$ cat config.mk
export PLATFORM = sky130hd
export DESIGN_NAME = ppu_scroll_address_registers
export DESIGN_NICKNAME = d
export VERILOG_FILES = /design/src/rtl/ppusar_pkg.sv /design/src/rtl/ppu_scroll_address_registers.sv /design/src/rtl/ppusar_in_stage.sv /design/src/rtl/ppusar_core.sv /design/src/rtl/ppusar_out_stage.sv
export SDC_FILE = /design/constraint.sdc
export NUM_CORES = 2
export LEC_CHECK = 0
export ABC_AREA = 0
export BUFFER_PORTS_ARGS = -buffer_cell sky130_fd_sc_hd__buf_2
export CAP_MARGIN = 20
export CORE_MARGIN = 2
export CORE_UTILIZATION = 60
export DETAILED_ROUTE_END_ITERATION = 6
export HOLD_SLACK_MARGIN = 0.15
export PLACE_DENSITY = 0.81
export SETUP_SLACK_MARGIN = 0.3
export SLEW_MARGIN = 20
export SYNTH_ARGS = -nofsm -noshare
export SYNTH_HDL_FRONTEND = slang
export SYNTH_SLANG_ARGS = --single-unit
$ cat constraint.sdc
create_clock -name clk -period 8.5 [get_ports clk]
set_input_delay 2.125 -clock clk [delete_from_list [all_inputs] [get_ports clk]]
set_output_delay 2.125 -clock clk [all_outputs]
set_load 0.005 [all_outputs]
$ cat src/rtl/ppusar_pkg.sv
// shared types and constants for the scroll and address register unit
package ppusar_pkg;

    localparam int SPRITE_MEM_DEPTH = 256;
    localparam int OAM_AW = $clog2(SPRITE_MEM_DEPTH);
    localparam int VADDR_W = 15;

    typedef enum logic [2:0] {
        OP_BUS_WRITE  = 3'd0,
        OP_BUS_READ   = 3'd1,
        OP_PIXEL_TICK = 3'd2,
        OP_COPY_HORIZ = 3'd3,
        OP_COPY_VERT  = 3'd4,
        OP_VBLANK_SET = 3'd5,
        OP_PRERENDER  = 3'd6
    } op_t;

    typedef enum logic [2:0] {
        REG_CONTROL  = 3'd0,
        REG_MASK     = 3'd1,
        REG_STATUS   = 3'd2,
        REG_OAM_ADDR = 3'd3,
        REG_OAM_DATA = 3'd4,
        REG_SCROLL   = 3'd5,
        REG_ADDRESS  = 3'd6,
        REG_DATA     = 3'd7
    } reg_sel_t;

    typedef struct packed {
        op_t          op;
        reg_sel_t     reg_sel;
        logic [7:0]   wdata;
    } item_t;

    typedef struct packed {
        logic [7:0]         rdata;
        logic [VADDR_W-1:0] vram_addr;
        logic               vram_write;
        logic               vram_read;
        logic [7:0]         vram_wdata;
        logic [2:0]         fine_scroll_x;
        logic               nmi;
    } result_t;

endpackage

$ cat src/rtl/ppu_scroll_address_registers.sv
// top level of the scroll and address register unit
// a transaction passes the input register, then ppusar_core and the result register
// throughput: one transaction per cycle while the consumer holds out_ready high
// while a result waits the input register takes one more transaction, then in_ready drops
// reset clears all control, scroll and address registers and both valid flags
// sprite memory contents are undefined after reset until written
module ppu_scroll_address_registers
    import ppusar_pkg::*;
(
    input  logic         clk,
    input  logic         rst_n,
    input  logic         in_valid,
    output logic         in_ready,
    input  logic [2:0]   op,
    input  logic [2:0]   reg_sel,
    input  logic [7:0]   wdata,
    output logic         out_valid,
    input  logic         out_ready,
    output logic [7:0]   rdata,
    output logic [14:0]  vram_addr,
    output logic         vram_write,
    output logic         vram_read,
    output logic [7:0]   vram_wdata,
    output logic [2:0]   fine_scroll_x,
    output logic         nmi
);

    logic    item_valid;
    item_t   item;
    logic    out_free;
    logic    advance;
    result_t core_result;
    result_t result_out;

    assign advance = item_valid && out_free;

    ppusar_in_stage u_in_stage (
        .clk        (clk),
        .rst_n      (rst_n),
        .in_valid   (in_valid),
        .in_ready   (in_ready),
        .op         (op),
        .reg_sel    (reg_sel),
        .wdata      (wdata),
        .advance    (advance),
        .item_valid (item_valid),
        .item       (item)
    );

    ppusar_core u_core (
        .clk    (clk),
        .rst_n  (rst_n),
        .fire   (advance),
        .item   (item),
        .result (core_result)
    );

    ppusar_out_stage u_out_stage (
        .clk        (clk),
        .rst_n      (rst_n),
        .load       (advance),
        .result_in  (core_result),
        .free       (out_free),
        .out_valid  (out_valid),
        .out_ready  (out_ready),
        .result_out (result_out)
    );

    assign rdata         = result_out.rdata;
    assign vram_addr     = result_out.vram_addr;
    assign vram_write    = result_out.vram_write;
    assign vram_read     = result_out.vram_read;
    assign vram_wdata    = result_out.vram_wdata;
    assign fine_scroll_x = result_out.fine_scroll_x;
    assign nmi           = result_out.nmi;

endmodule

$ cat src/rtl/ppusar_in_stage.sv
// input register stage holding one accepted bus or render transaction
module ppusar_in_stage
    import ppusar_pkg::*;
(
    input  logic       clk,
    input  logic       rst_n,
    input  logic       in_valid,
    output logic       in_ready,
    input  logic [2:0] op,
    input  logic [2:0] reg_sel,
    input  logic [7:0] wdata,
    input  logic       advance,
    output logic       item_valid,
    output item_t      item
);

    logic  valid_reg;
    logic  valid_next;
    logic  load;
    item_t item_reg;

    assign in_ready = !valid_reg || advance;
    assign load     = in_valid && in_ready;

    always_comb
    begin
        valid_next = valid_reg;
        if (load)
        begin
            valid_next = 1'b1;
        end
        else if (advance)
        begin
            valid_next = 1'b0;
        end
    end

    always_ff @(posedge clk or negedge rst_n)
    begin
        if (!rst_n)
        begin
            valid_reg <= 1'b0;
        end
        else
        begin
            valid_reg <= valid_next;
        end
    end

    always_ff @(posedge clk)
    begin
        if (load)
        begin
            item_reg.op      <= op_t'(op);
            item_reg.reg_sel <= reg_sel_t'(reg_sel);
            item_reg.wdata   <= wdata;
        end
    end

    assign item_valid = valid_reg;
    assign item       = item_reg;

endmodule

$ cat src/rtl/ppusar_core.sv
// register file, scroll address stepping and sprite memory
module ppusar_core
    import ppusar_pkg::*;
(
    input  logic    clk,
    input  logic    rst_n,
    input  logic    fire,
    input  item_t   item,
    output result_t result
);

    logic [7:0]         control_reg;
    logic [7:0]         control_next;
    logic [7:0]         mask_reg;
    logic [7:0]         mask_next;
    logic [VADDR_W-1:0] cur_addr_reg;
    logic [VADDR_W-1:0] cur_addr_next;
    logic [VADDR_W-1:0] temp_addr_reg;
    logic [VADDR_W-1:0] temp_addr_next;
    logic [2:0]         fine_x_reg;
    logic [2:0]         fine_x_next;
    logic               toggle_reg;
    logic               toggle_next;
    logic               vblank_reg;
    logic               vblank_next;
    logic [OAM_AW-1:0]  oam_addr_reg;
    logic [OAM_AW-1:0]  oam_addr_next;
    logic [7:0]         oam_rdata_reg;
    logic               oam_we;
    logic               rendering;
    logic [VADDR_W-1:0] data_step_addr;
    logic [7:0]         sprite_mem [SPRITE_MEM_DEPTH];

    function automatic logic [VADDR_W-1:0] step_tile(input logic [VADDR_W-1:0] v);
        logic [VADDR_W-1:0] r;
        r = v;
        if (v[4:0] != 5'd31)
        begin
            r[4:0] = v[4:0] + 5'd1;
        end
        else
        begin
            r[4:0] = 5'd0;
            r[10]  = ~v[10];
            if (v[14:12] != 3'd7)
            begin
                r[14:12] = v[14:12] + 3'd1;
            end
            else
            begin
                r[14:12] = 3'd0;
                priority if (v[9:5] == 5'd29)
                begin
                    // bottom of the visible rows: switch vertical nametable
                    r[9:5] = 5'd0;
                    r[11]  = ~v[11];
                end
                else if (v[9:5] == 5'd31)
                begin
                    r[9:5] = 5'd0;
                end
                else
                begin
                    r[9:5] = v[9:5] + 5'd1;
                end
            end
        end
        return r;
    endfunction

    assign rendering      = mask_reg[3] || mask_reg[4];
    assign data_step_addr = control_reg[2] ? cur_addr_reg + VADDR_W'(32)
                                           : cur_addr_reg + VADDR_W'(1);

    always_comb
    begin
        control_next   = control_reg;
        mask_next      = mask_reg;
        cur_addr_next  = cur_addr_reg;
        temp_addr_next = temp_addr_reg;
        fine_x_next    = fine_x_reg;
        toggle_next    = toggle_reg;
        vblank_next    = vblank_reg;
        oam_addr_next  = oam_addr_reg;
        oam_we         = 1'b0;

        result.rdata         = 8'd0;
        result.vram_addr     = cur_addr_reg;
        result.vram_write    = 1'b0;
        result.vram_read     = 1'b0;
        result.vram_wdata    = 8'd0;
        result.nmi           = 1'b0;

        if (fire)
        begin
            unique case (item.op)
                OP_BUS_WRITE:
                begin
                    unique case (item.reg_sel)
                        REG_CONTROL:
                        begin
                            control_next          = item.wdata;
                            temp_addr_next[11:10] = item.wdata[1:0];
                        end
                        REG_MASK:
                        begin
                            mask_next = item.wdata;
                        end
                        REG_STATUS:
                        begin
                        end
                        REG_OAM_ADDR:
                        begin
                            oam_addr_next = item.wdata;
                        end
                        REG_OAM_DATA:
                        begin
                            oam_we        = 1'b1;
                            oam_addr_next = oam_addr_reg + OAM_AW'(1);
                        end
                        REG_SCROLL:
                        begin
                            if (!toggle_reg)
                            begin
                                temp_addr_next[4:0] = item.wdata[7:3];
                                fine_x_next         = item.wdata[2:0];
                            end
                            else
                            begin
                                temp_addr_next[9:5]   = item.wdata[7:3];
                                temp_addr_next[14:12] = item.wdata[2:0];
                            end
                            toggle_next = ~toggle_reg;
                        end
                        REG_ADDRESS:
                        begin
                            if (!toggle_reg)
                            begin
                                temp_addr_next = {1'b0, item.wdata[5:0], temp_addr_reg[7:0]};
                            end
                            else
                            begin
                                temp_addr_next = {temp_addr_reg[14:8], item.wdata};
                                cur_addr_next  = {temp_addr_reg[14:8], item.wdata};
                            end
                            toggle_next = ~toggle_reg;
                        end
                        REG_DATA:
                        begin
                            result.vram_write = 1'b1;
                            result.vram_wdata = item.wdata;
                            cur_addr_next     = data_step_addr;
                        end
                        default:
                        begin
                        end
                    endcase
                end
                OP_BUS_READ:
                begin
                    priority if (item.reg_sel == REG_STATUS)
                    begin
                        result.rdata = {vblank_reg, 7'd0};
                        vblank_next  = 1'b0;
                        toggle_next  = 1'b0;
                    end
                    else if (item.reg_sel == REG_OAM_DATA)
                    begin
                        result.rdata = oam_rdata_reg;
                    end
                    else if (item.reg_sel == REG_DATA)
                    begin
                        result.vram_read = 1'b1;
                        cur_addr_next    = data_step_addr;
                    end
                    else
                    begin
                    end
                end
                OP_PIXEL_TICK:
                begin
                    if (rendering)
                    begin
                        if (fine_x_reg == 3'd7)
                        begin
                            fine_x_next   = 3'd0;
                            cur_addr_next = step_tile(cur_addr_reg);
                        end
                        else
                        begin
                            fine_x_next = fine_x_reg + 3'd1;
                        end
                    end
                end
                OP_COPY_HORIZ:
                begin
                    if (rendering)
                    begin
                        cur_addr_next[10]  = temp_addr_reg[10];
                        cur_addr_next[4:0] = temp_addr_reg[4:0];
                    end
                end
                OP_COPY_VERT:
                begin
                    if (rendering)
                    begin
                        cur_addr_next[14:11] = temp_addr_reg[14:11];
                        cur_addr_next[9:5]   = temp_addr_reg[9:5];
                    end
                end
                OP_VBLANK_SET:
                begin
                    vblank_next = 1'b1;
                    result.nmi  = control_reg[7];
                end
                OP_PRERENDER:
                begin
                    vblank_next = 1'b0;
                end
                default:
                begin
                end
            endcase
        end

        result.fine_scroll_x = fine_x_next;
    end

    always_ff @(posedge clk or negedge rst_n)
    begin
        if (!rst_n)
        begin
            control_reg   <= '0;
            mask_reg      <= '0;
            cur_addr_reg  <= '0;
            temp_addr_reg <= '0;
            fine_x_reg    <= '0;
            toggle_reg    <= 1'b0;
            vblank_reg    <= 1'b0;
            oam_addr_reg  <= '0;
        end
        else
        begin
            control_reg   <= control_next;
            mask_reg      <= mask_next;
            cur_addr_reg  <= cur_addr_next;
            temp_addr_reg <= temp_addr_next;
            fine_x_reg    <= fine_x_next;
            toggle_reg    <= toggle_next;
            vblank_reg    <= vblank_next;
            oam_addr_reg  <= oam_addr_next;
        end
    end

    // read port follows the next oam address; a write always moves the address
    // away from the written entry, so the read never collides with it
    always_ff @(posedge clk)
    begin
        if (oam_we)
        begin
            sprite_mem[oam_addr_reg] <= item.wdata;
        end
        oam_rdata_reg <= sprite_mem[oam_addr_next];
    end

endmodule

$ cat src/rtl/ppusar_out_stage.sv
// result register with valid and ready toward the consumer
module ppusar_out_stage
    import ppusar_pkg::*;
(
    input  logic    clk,
    input  logic    rst_n,
    input  logic    load,
    input  result_t result_in,
    output logic    free,
    output logic    out_valid,
    input  logic    out_ready,
    output result_t result_out
);

    logic    valid_reg;
    logic    valid_next;
    result_t result_reg;

    assign free = !valid_reg || out_ready;

    always_comb
    begin
        valid_next = valid_reg;
        if (load)
        begin
            valid_next = 1'b1;
        end
        else if (out_ready)
        begin
            valid_next = 1'b0;
        end
    end

    always_ff @(posedge clk or negedge rst_n)
    begin
        if (!rst_n)
        begin
            valid_reg <= 1'b0;
        end
        else
        begin
            valid_reg <= valid_next;
        end
    end

    always_ff @(posedge clk)
    begin
        if (load)
        begin
            result_reg <= result_in;
        end
    end

    assign out_valid  = valid_reg;
    assign result_out = result_reg;

endmodule

# --- Word-level counts from Yosys, hierarchy flattened ---
# Memory sizes are Yosys's and may differ from the RTL's. A register that Yosys moved wholly into a read port is not among the register bits.
# Cells that the tools add are included.
totals:
  inputBits: 18
  ram_bits: 2048
  n_memories: 1
  out_inout_bits: 39
  ff_bits: 109
  elab_cells: 167
op_classes:
  muxes: 56
  n_reduce_logical: 34
  add_sub_neg: 7
  bitwise: 5
  n_eq_ne: 36
memory_table:
  columns: ["memory", "depth", "word_bits", "rd", "rd_ports_with_merged_regs", "wr", "line", "source"]
  rows:
  - ["u_core.sprite_mem", 256, 8, 1, 1, 1, "ppusar_core.sv:32", "logic [7:0] sprite_mem [SPRITE_MEM_DEPTH];"]
op_table:
  columns: ["cell", "n"]
  rows:
  - ["$mux 15", 8]
  - ["$mux 5", 8]
  - ["$pmux 5 s4", 2]
  - ["$mux 8", 4]
  - ["$pmux 15 s2", 1]
  - ["$eq 3x3->1 const B", 8]
  - ["$reduce_and 11->1", 2]
  - ["$mux 3", 7]
  - ["$pmux 10 s2", 1]
  - ["$ne 2x1->1 const B", 9]
  - ["$pmux 4 s4", 1]
  - ["$pmux 8 s2", 1]
  - ["$add 15x1->15 const B", 1]
  - ["$add 15x6->15 const B", 1]
  - ["$mux 1", 15]
  - ["$reduce_and 5->1", 3]
  - ["$ne 2x2->1 const B", 7]
  - ["$reduce_and 13->1", 1]
  - ["$eq 3x2->1 const B", 4]
  - ["$pmux 3 s2", 2]
  - ["$reduce_and 12->1", 1]
  - ["$add 5x1->5 const B", 2]
  - ["$eq 5x5->1 const B", 2]
  - ["$mux 10", 1]
  - ["other kinds (25)", 46]

# --- Depth between registers and ports, before layout ---
logic_depth:
  word_depth: 8
  depth_mapped: 17
  mapped_depth_nobuf: 13

# --- Modules after synthesis ---
# Synthesis repeated with hierarchy kept, for this count alone.
unflattened:
  cells_unflattened: 5498
  hier_area_um2: 86897.1
by_module_without_submodules:
  columns: ["mod", "cells_per_inst", "seq_area_each_um2", "n_inst", "area_per_inst_um2"]
  rows:
  - ["ppusar_core", 5439, 62835.3, 1, 85258.0]
  - ["ppusar_out_stage", 40, 1136.1, 1, 1158.6]
  - ["ppusar_in_stage", 18, 445.4, 1, 474.2]
  - ["ppu_scroll_address_registers", 1, 0.0, 1, 6.3]

# --- Worst setup path before layout ---
# OpenSTA, ideal clock, no wires.
synth_timing:
  path_kind: "flip-flop to flip-flop"
  from: "register u_in_stage.item_reg (netlist bit u_in_stage.item[1])"
  to: "register u_core.oam_rdata_reg[7] (read register of u_core.sprite_mem)"
  setup_ps: 130
  arrival_ps: 6124
  path_buffers: 4
  slack_ps: 2246
  period_less_slack_ps: 6254
  stages_incl_launch_ff: 14
  t_required_ps: 8370
  cell_sequence: "edfxtp_1 -> and4b_1 -> o2111ai_1 -> a21boi_1 -> buf_2 -> inv_4 -> buf_2 -> buf_1 -> buf_1 -> mux4_2 -> nand3_1 -> o221ai_1 -> a2111oi_0 -> nor3_1"
synth_between:
  elab_chain_len: 3
synth_rtl:
  columns: ["element", "line", "source"]
  rows:
  - ["start: declaration", "ppusar_in_stage.sv:20", "item_t item_reg;"]
  - ["$pmux 8 s2", "ppusar_core.sv:99", "unique case (item.reg_sel)"]
  - ["$mux 8", "ppusar_core.sv:96", "unique case (item.op)"]
  - ["$mux 8", "ppusar_core.sv:94", "if (fire)"]
  - ["end: declaration", "ppusar_core.sv:28", "logic [7:0] oam_rdata_reg;"]
# Every way passes these cells.
# A chain may end at the register's enable or synchronous reset.

# --- Worst setup path after layout ---
layout_timing:
  from: "input port out_ready"
  to: "register u_core.oam_rdata_reg[2] (read register of u_core.sprite_mem)"
layout_between:
  elab_chain_len: 3
layout_rtl:
  columns: ["element", "line", "source"]
  rows:
  - ["start: declaration", "ppu_scroll_address_registers.sv:18", "input logic out_ready,"]
  - ["$logic_or 1x1->1", "ppusar_out_stage.sv:19", "assign free = !valid_reg || out_ready;"]
  - ["$logic_and 1x1->1", "ppu_scroll_address_registers.sv:35", "assign advance = item_valid && out_free;"]
  - ["$mux 8", "ppusar_core.sv:94", null]
# Every way passes these cells.

==> impl_metrics.py <==
metrics = {
    "final_layout": {
        "synthToLayoutAreaGrowth_pct": 10.5,
        "drive_above_1_share_pct": 18.4,
        "regMostFlops": "u_core.sprite_mem",
        "fin_nets": 4662,
        "fin_area_sq_um": 93400,
        "instances_no_fill": 6684,
        "fillCellCount": 8304,
        "fin_util_pct": 66.8,
        "largest_register_ffs": 2048,
    },
    "route": {
        "dr.pass1.iters": 6,
        "wl_microns": 227000,
        "drt_iter0_markers": 8841,
        "ant_nets": 0,
        "drc": 0,
        "vias_per_cell": 7.13,
        "via_count": 47600,
        "avgRoutedWirePerCell_microns": 34.0,
    },
    "sta": {
        "min_period_ns": 6.36,
        "final_hold_viol_count": 0,
        "setup_viol": 0,
        "fin_setup_tns_ns": 0,
        "period_share_pct": 74.8,
        "drv_slew": 0,
        "rsz0062_at_grt": "no",
        "slew_headroom_pct": 22.0,
        "tightest_slew_ns": 1.16,
        "whs_ns": 0.497,
        "finClkSkew_ns": 0.0493,
        "timing.fmax_mhz": 157,
        "layout_setup_ws_ns": 2.14,
    },
    "pwr": {
        "p_leak_nw": 29.1,
        "ir_worst_vdd_mv": 0.228,
        "power_mw": 25.4,
        "power_density_nw_per_um2": 273,
    },
    "place": {
        "placed_area_sq_um": 86900,
        "portBuffers": 56,
        "routabilityCongestion": 0.925,
        "dp_cells": 6307,
        "dpl_worst_slack_ns": 1.67,
        "place_hpwl_microns": 129000,
    },
    "floorplan": {
        "die_h_microns": 379,
        "start_util_pct": 60.5,
        "core_area_sq_um": 140000,
        "num_rows": 137,
        "fp.dieArea_sq_um": 144000,
        "ios": 57,
        "die_w_microns": 379,
    },
    "clock_network": {
        "clockRootBuffer": "clkbuf_16",
        "cts.sinks": 2156,
        "clockBufferDepth": 3,
        "cts_resized": 0,
        "htree_levels": 4,
        "cts_setup_buffers": 0,
        "cts_buffers": 197,
        "cts_tree": "yes",
        "insertion_delay_ns": 0.86,
        "clk_pin_slew_ns": 0.06,
        "cts_hold_buf": 0,
    },
    "run_status": {
        "status": "complete, no violations",
    },
    "hold_path": {
        "hold_end": "u_core.temp_addr_reg[7]",
        "hp-class": "register to register",
        "min-delay-start": "u_core.temp_addr_reg[7]",
        "min_path_cells": 2,
    },
    "critical_path": {
        "r2r_slack_ns": 2.35,
        "critPathBufInv": 3,
        "r2r-start": "u_in_stage.item[9]",
        "r2r_cells": 10,
        "crit_path_frequent_cell": "nor4_1",
        "crit_chain": "buf_2, nand2b_1, o2111ai_4, a21oi_4, buf_12, buf_4, mux4_2, a22oi_1, nand4_1, nor4_1, nor4_1",
        "cp-end-kind": "register",
        "slowest_delay_ns": 0.92,
        "crit_fanout": 28,
        "r2r_end": "u_core.oam_rdata_reg[2]",
        "crit_slowest_cell": "nor4_1",
        "path_class": "input pin to register",
        "crit_family": "simple AND/OR/NAND/NOR gates",
        "arrival_ns": 7.05,
        "critical_path_required_ns": 9.19,
        "cp-start-kind": "input pin",
    },
    "yosys": {
        "yosys-top-cells-area": "edfxtp_1 (75%), mux4_2 (11%), nand2_1 (1.9%)",
        "synth-xor-area-share_pct": 0.0829,
        "syn-cell-area_sq_um": 84500,
        "yosys.area_share.simple_pct": 5.79,
        "synth_cell_types": 88,
        "synth_edf_count": 2099,
        "synthTopCellsByCount": "edfxtp_1 (2099), nand2_1 (430), mux4_2 (403)",
        "yosysWarnings": 0,
        "async_flop_share_pct": 2.27,
        "synth_top_area_share_pct": 74.6,
        "yosys.area_share.adder_pct": 0.192,
        "synth-compound-area-share_pct": 4.33,
        "syn_area_per_cell_sq_um": 18.6,
        "synth_mux_area_share_pct": 11.7,
        "syn_inst": 4543,
        "synth_top_area_cell": "edfxtp_1",
        "synth_top_family_by_area": "multiplexers",
        "synthFlopType": "edfxtp_1",
        "synth-seq-cells": 2156,
        "syn_nets": 4574,
        "synth-seq-area-share_pct": 76.2,
        "yosysMostFrequentCell": "edfxtp_1",
    },
    "grt": {
        "grt_pass1_vias": 46600,
        "grtUsageTotal_pct": 31.9,
        "antenna_found_initial": 9,
        "grt_start_max_net_pins": 259,
        "grt_pass1_wl_microns": 326000,
        "gr-total-overflow": 0,
    },
    "flow_run": {
        "maxCapViolCount": 0,
    },
}
## final cells by class
| class | instances | area (sq um) | area share, % |
|---|---|---|---|
| Antenna cell | 7 | 17.5 | 0.0188 |
| Clock buffer | 262 | 5300 | 5.68 |
| Clock inverter | 107 | 1060 | 1.14 |
| Inverter | 18 | 83.8 | 0.0898 |
| Multi-Input combinational cell | 2093 | 18800 | 20.1 |
| Sequential cell | 2156 | 64400 | 69.0 |
| Tap cell | 1876 | 2350 | 2.51 |
| Timing Repair Buffer | 165 | 1330 | 1.43 |
## cells by family after synthesis
family                   Yosys count
adder cells (fa/ha/maj)           13
AO/OA/AOI/OAI                    512
flip-flops                      2156
XOR/XNOR                           8
multiplexers                     466
AND/OR/NAND/NOR                 1094
buffers and inverters            294
## worst max-delay path by stage
stage / cells after the start / to / start / slack, ns
4_1_cts: 11 / u_core.oam_rdata_reg[2] / out_ready / 2.46
5_1_grt: 11 / u_core.oam_rdata_reg[2] / out_ready / 2.28
6_report: 11 / u_core.oam_rdata_reg[2] / out_ready / 2.14
3_3_place_gp: 11 / u_core.oam_rdata_reg[7] / out_ready / 0.94
3_5_place_dp: 11 / u_core.oam_rdata_reg[2] / out_ready / 1.67
2_1_floorplan: 13 / u_core.oam_rdata_reg[7] / u_in_stage.item[1] / 2.25
## placed cells by master (no fill, tap or decap), types with 10 or more instances in the layout
| cell | count |
|---|---|
| and2_1 | 18 |
| clkinv_1 | 43 |
| o2111ai_1 | 15 |
| nand4_1 | 48 |
| ha_1 | 13 |
| and3_1 | 68 |
| mux4_2 | 403 |
| clkbuf_1 | 59 |
| o21ai_0 | 46 |
| clkbuf_16 | 203 |
| a21oi_1 | 102 |
| a22oi_1 | 139 |
| a32oi_1 | 62 |
| buf_4 | 89 |
| nor2_1 | 311 |
| nor3_1 | 25 |
| a31oi_1 | 40 |
| nand2_1 | 430 |
| nor4_1 | 12 |
| dfrtp_1 | 49 |
| a22o_1 | 20 |
| clkinv_2 | 29 |
| bufinv_16 | 20 |
| nor3_2 | 10 |
| inv_1 | 14 |
| nand3_1 | 112 |
| buf_12 | 17 |
| mux4_1 | 10 |
| nor2b_1 | 14 |
| mux2i_1 | 49 |
| buf_2 | 57 |
| edfxtp_1 | 2099 |
## metal layers
metal / global-route usage (%) / vias up / share of wire [%]
li1: - / 18600 / -
met3: 9.55 / 866 / 14
met4: 17.8 / 10 / 6.7
met1: 42.0 / 23900 / 33
met5: 0 / - / 0.029
met2: 48.1 / 4284 / 46
## worst reg2reg max path: cells and delay by family, from the launching register on
| kind | cells | cell delay (ns) |
|---|---|---|
| AOI/OAI and AO/OA | 3 | 1.63 |
| and+or+nand+nor | 4 | 2.27 |
| buffers and inverters | 2 | 0.85 |
| DFF | 1 | 0.69 |
| muxes | 1 | 0.58 |
## power breakdown
part / switching (mW) / internal (mW) / total [mW]
Clock: 3.91 / 4.99 / 8.90
Sequential: 0.170 / 11.8 / 12.0
Combinational: 2.91 / 1.66 / 4.57
Total: 6.99 / 18.5 / 25.4
No activity file was read; power rests on OpenSTA's default activity.
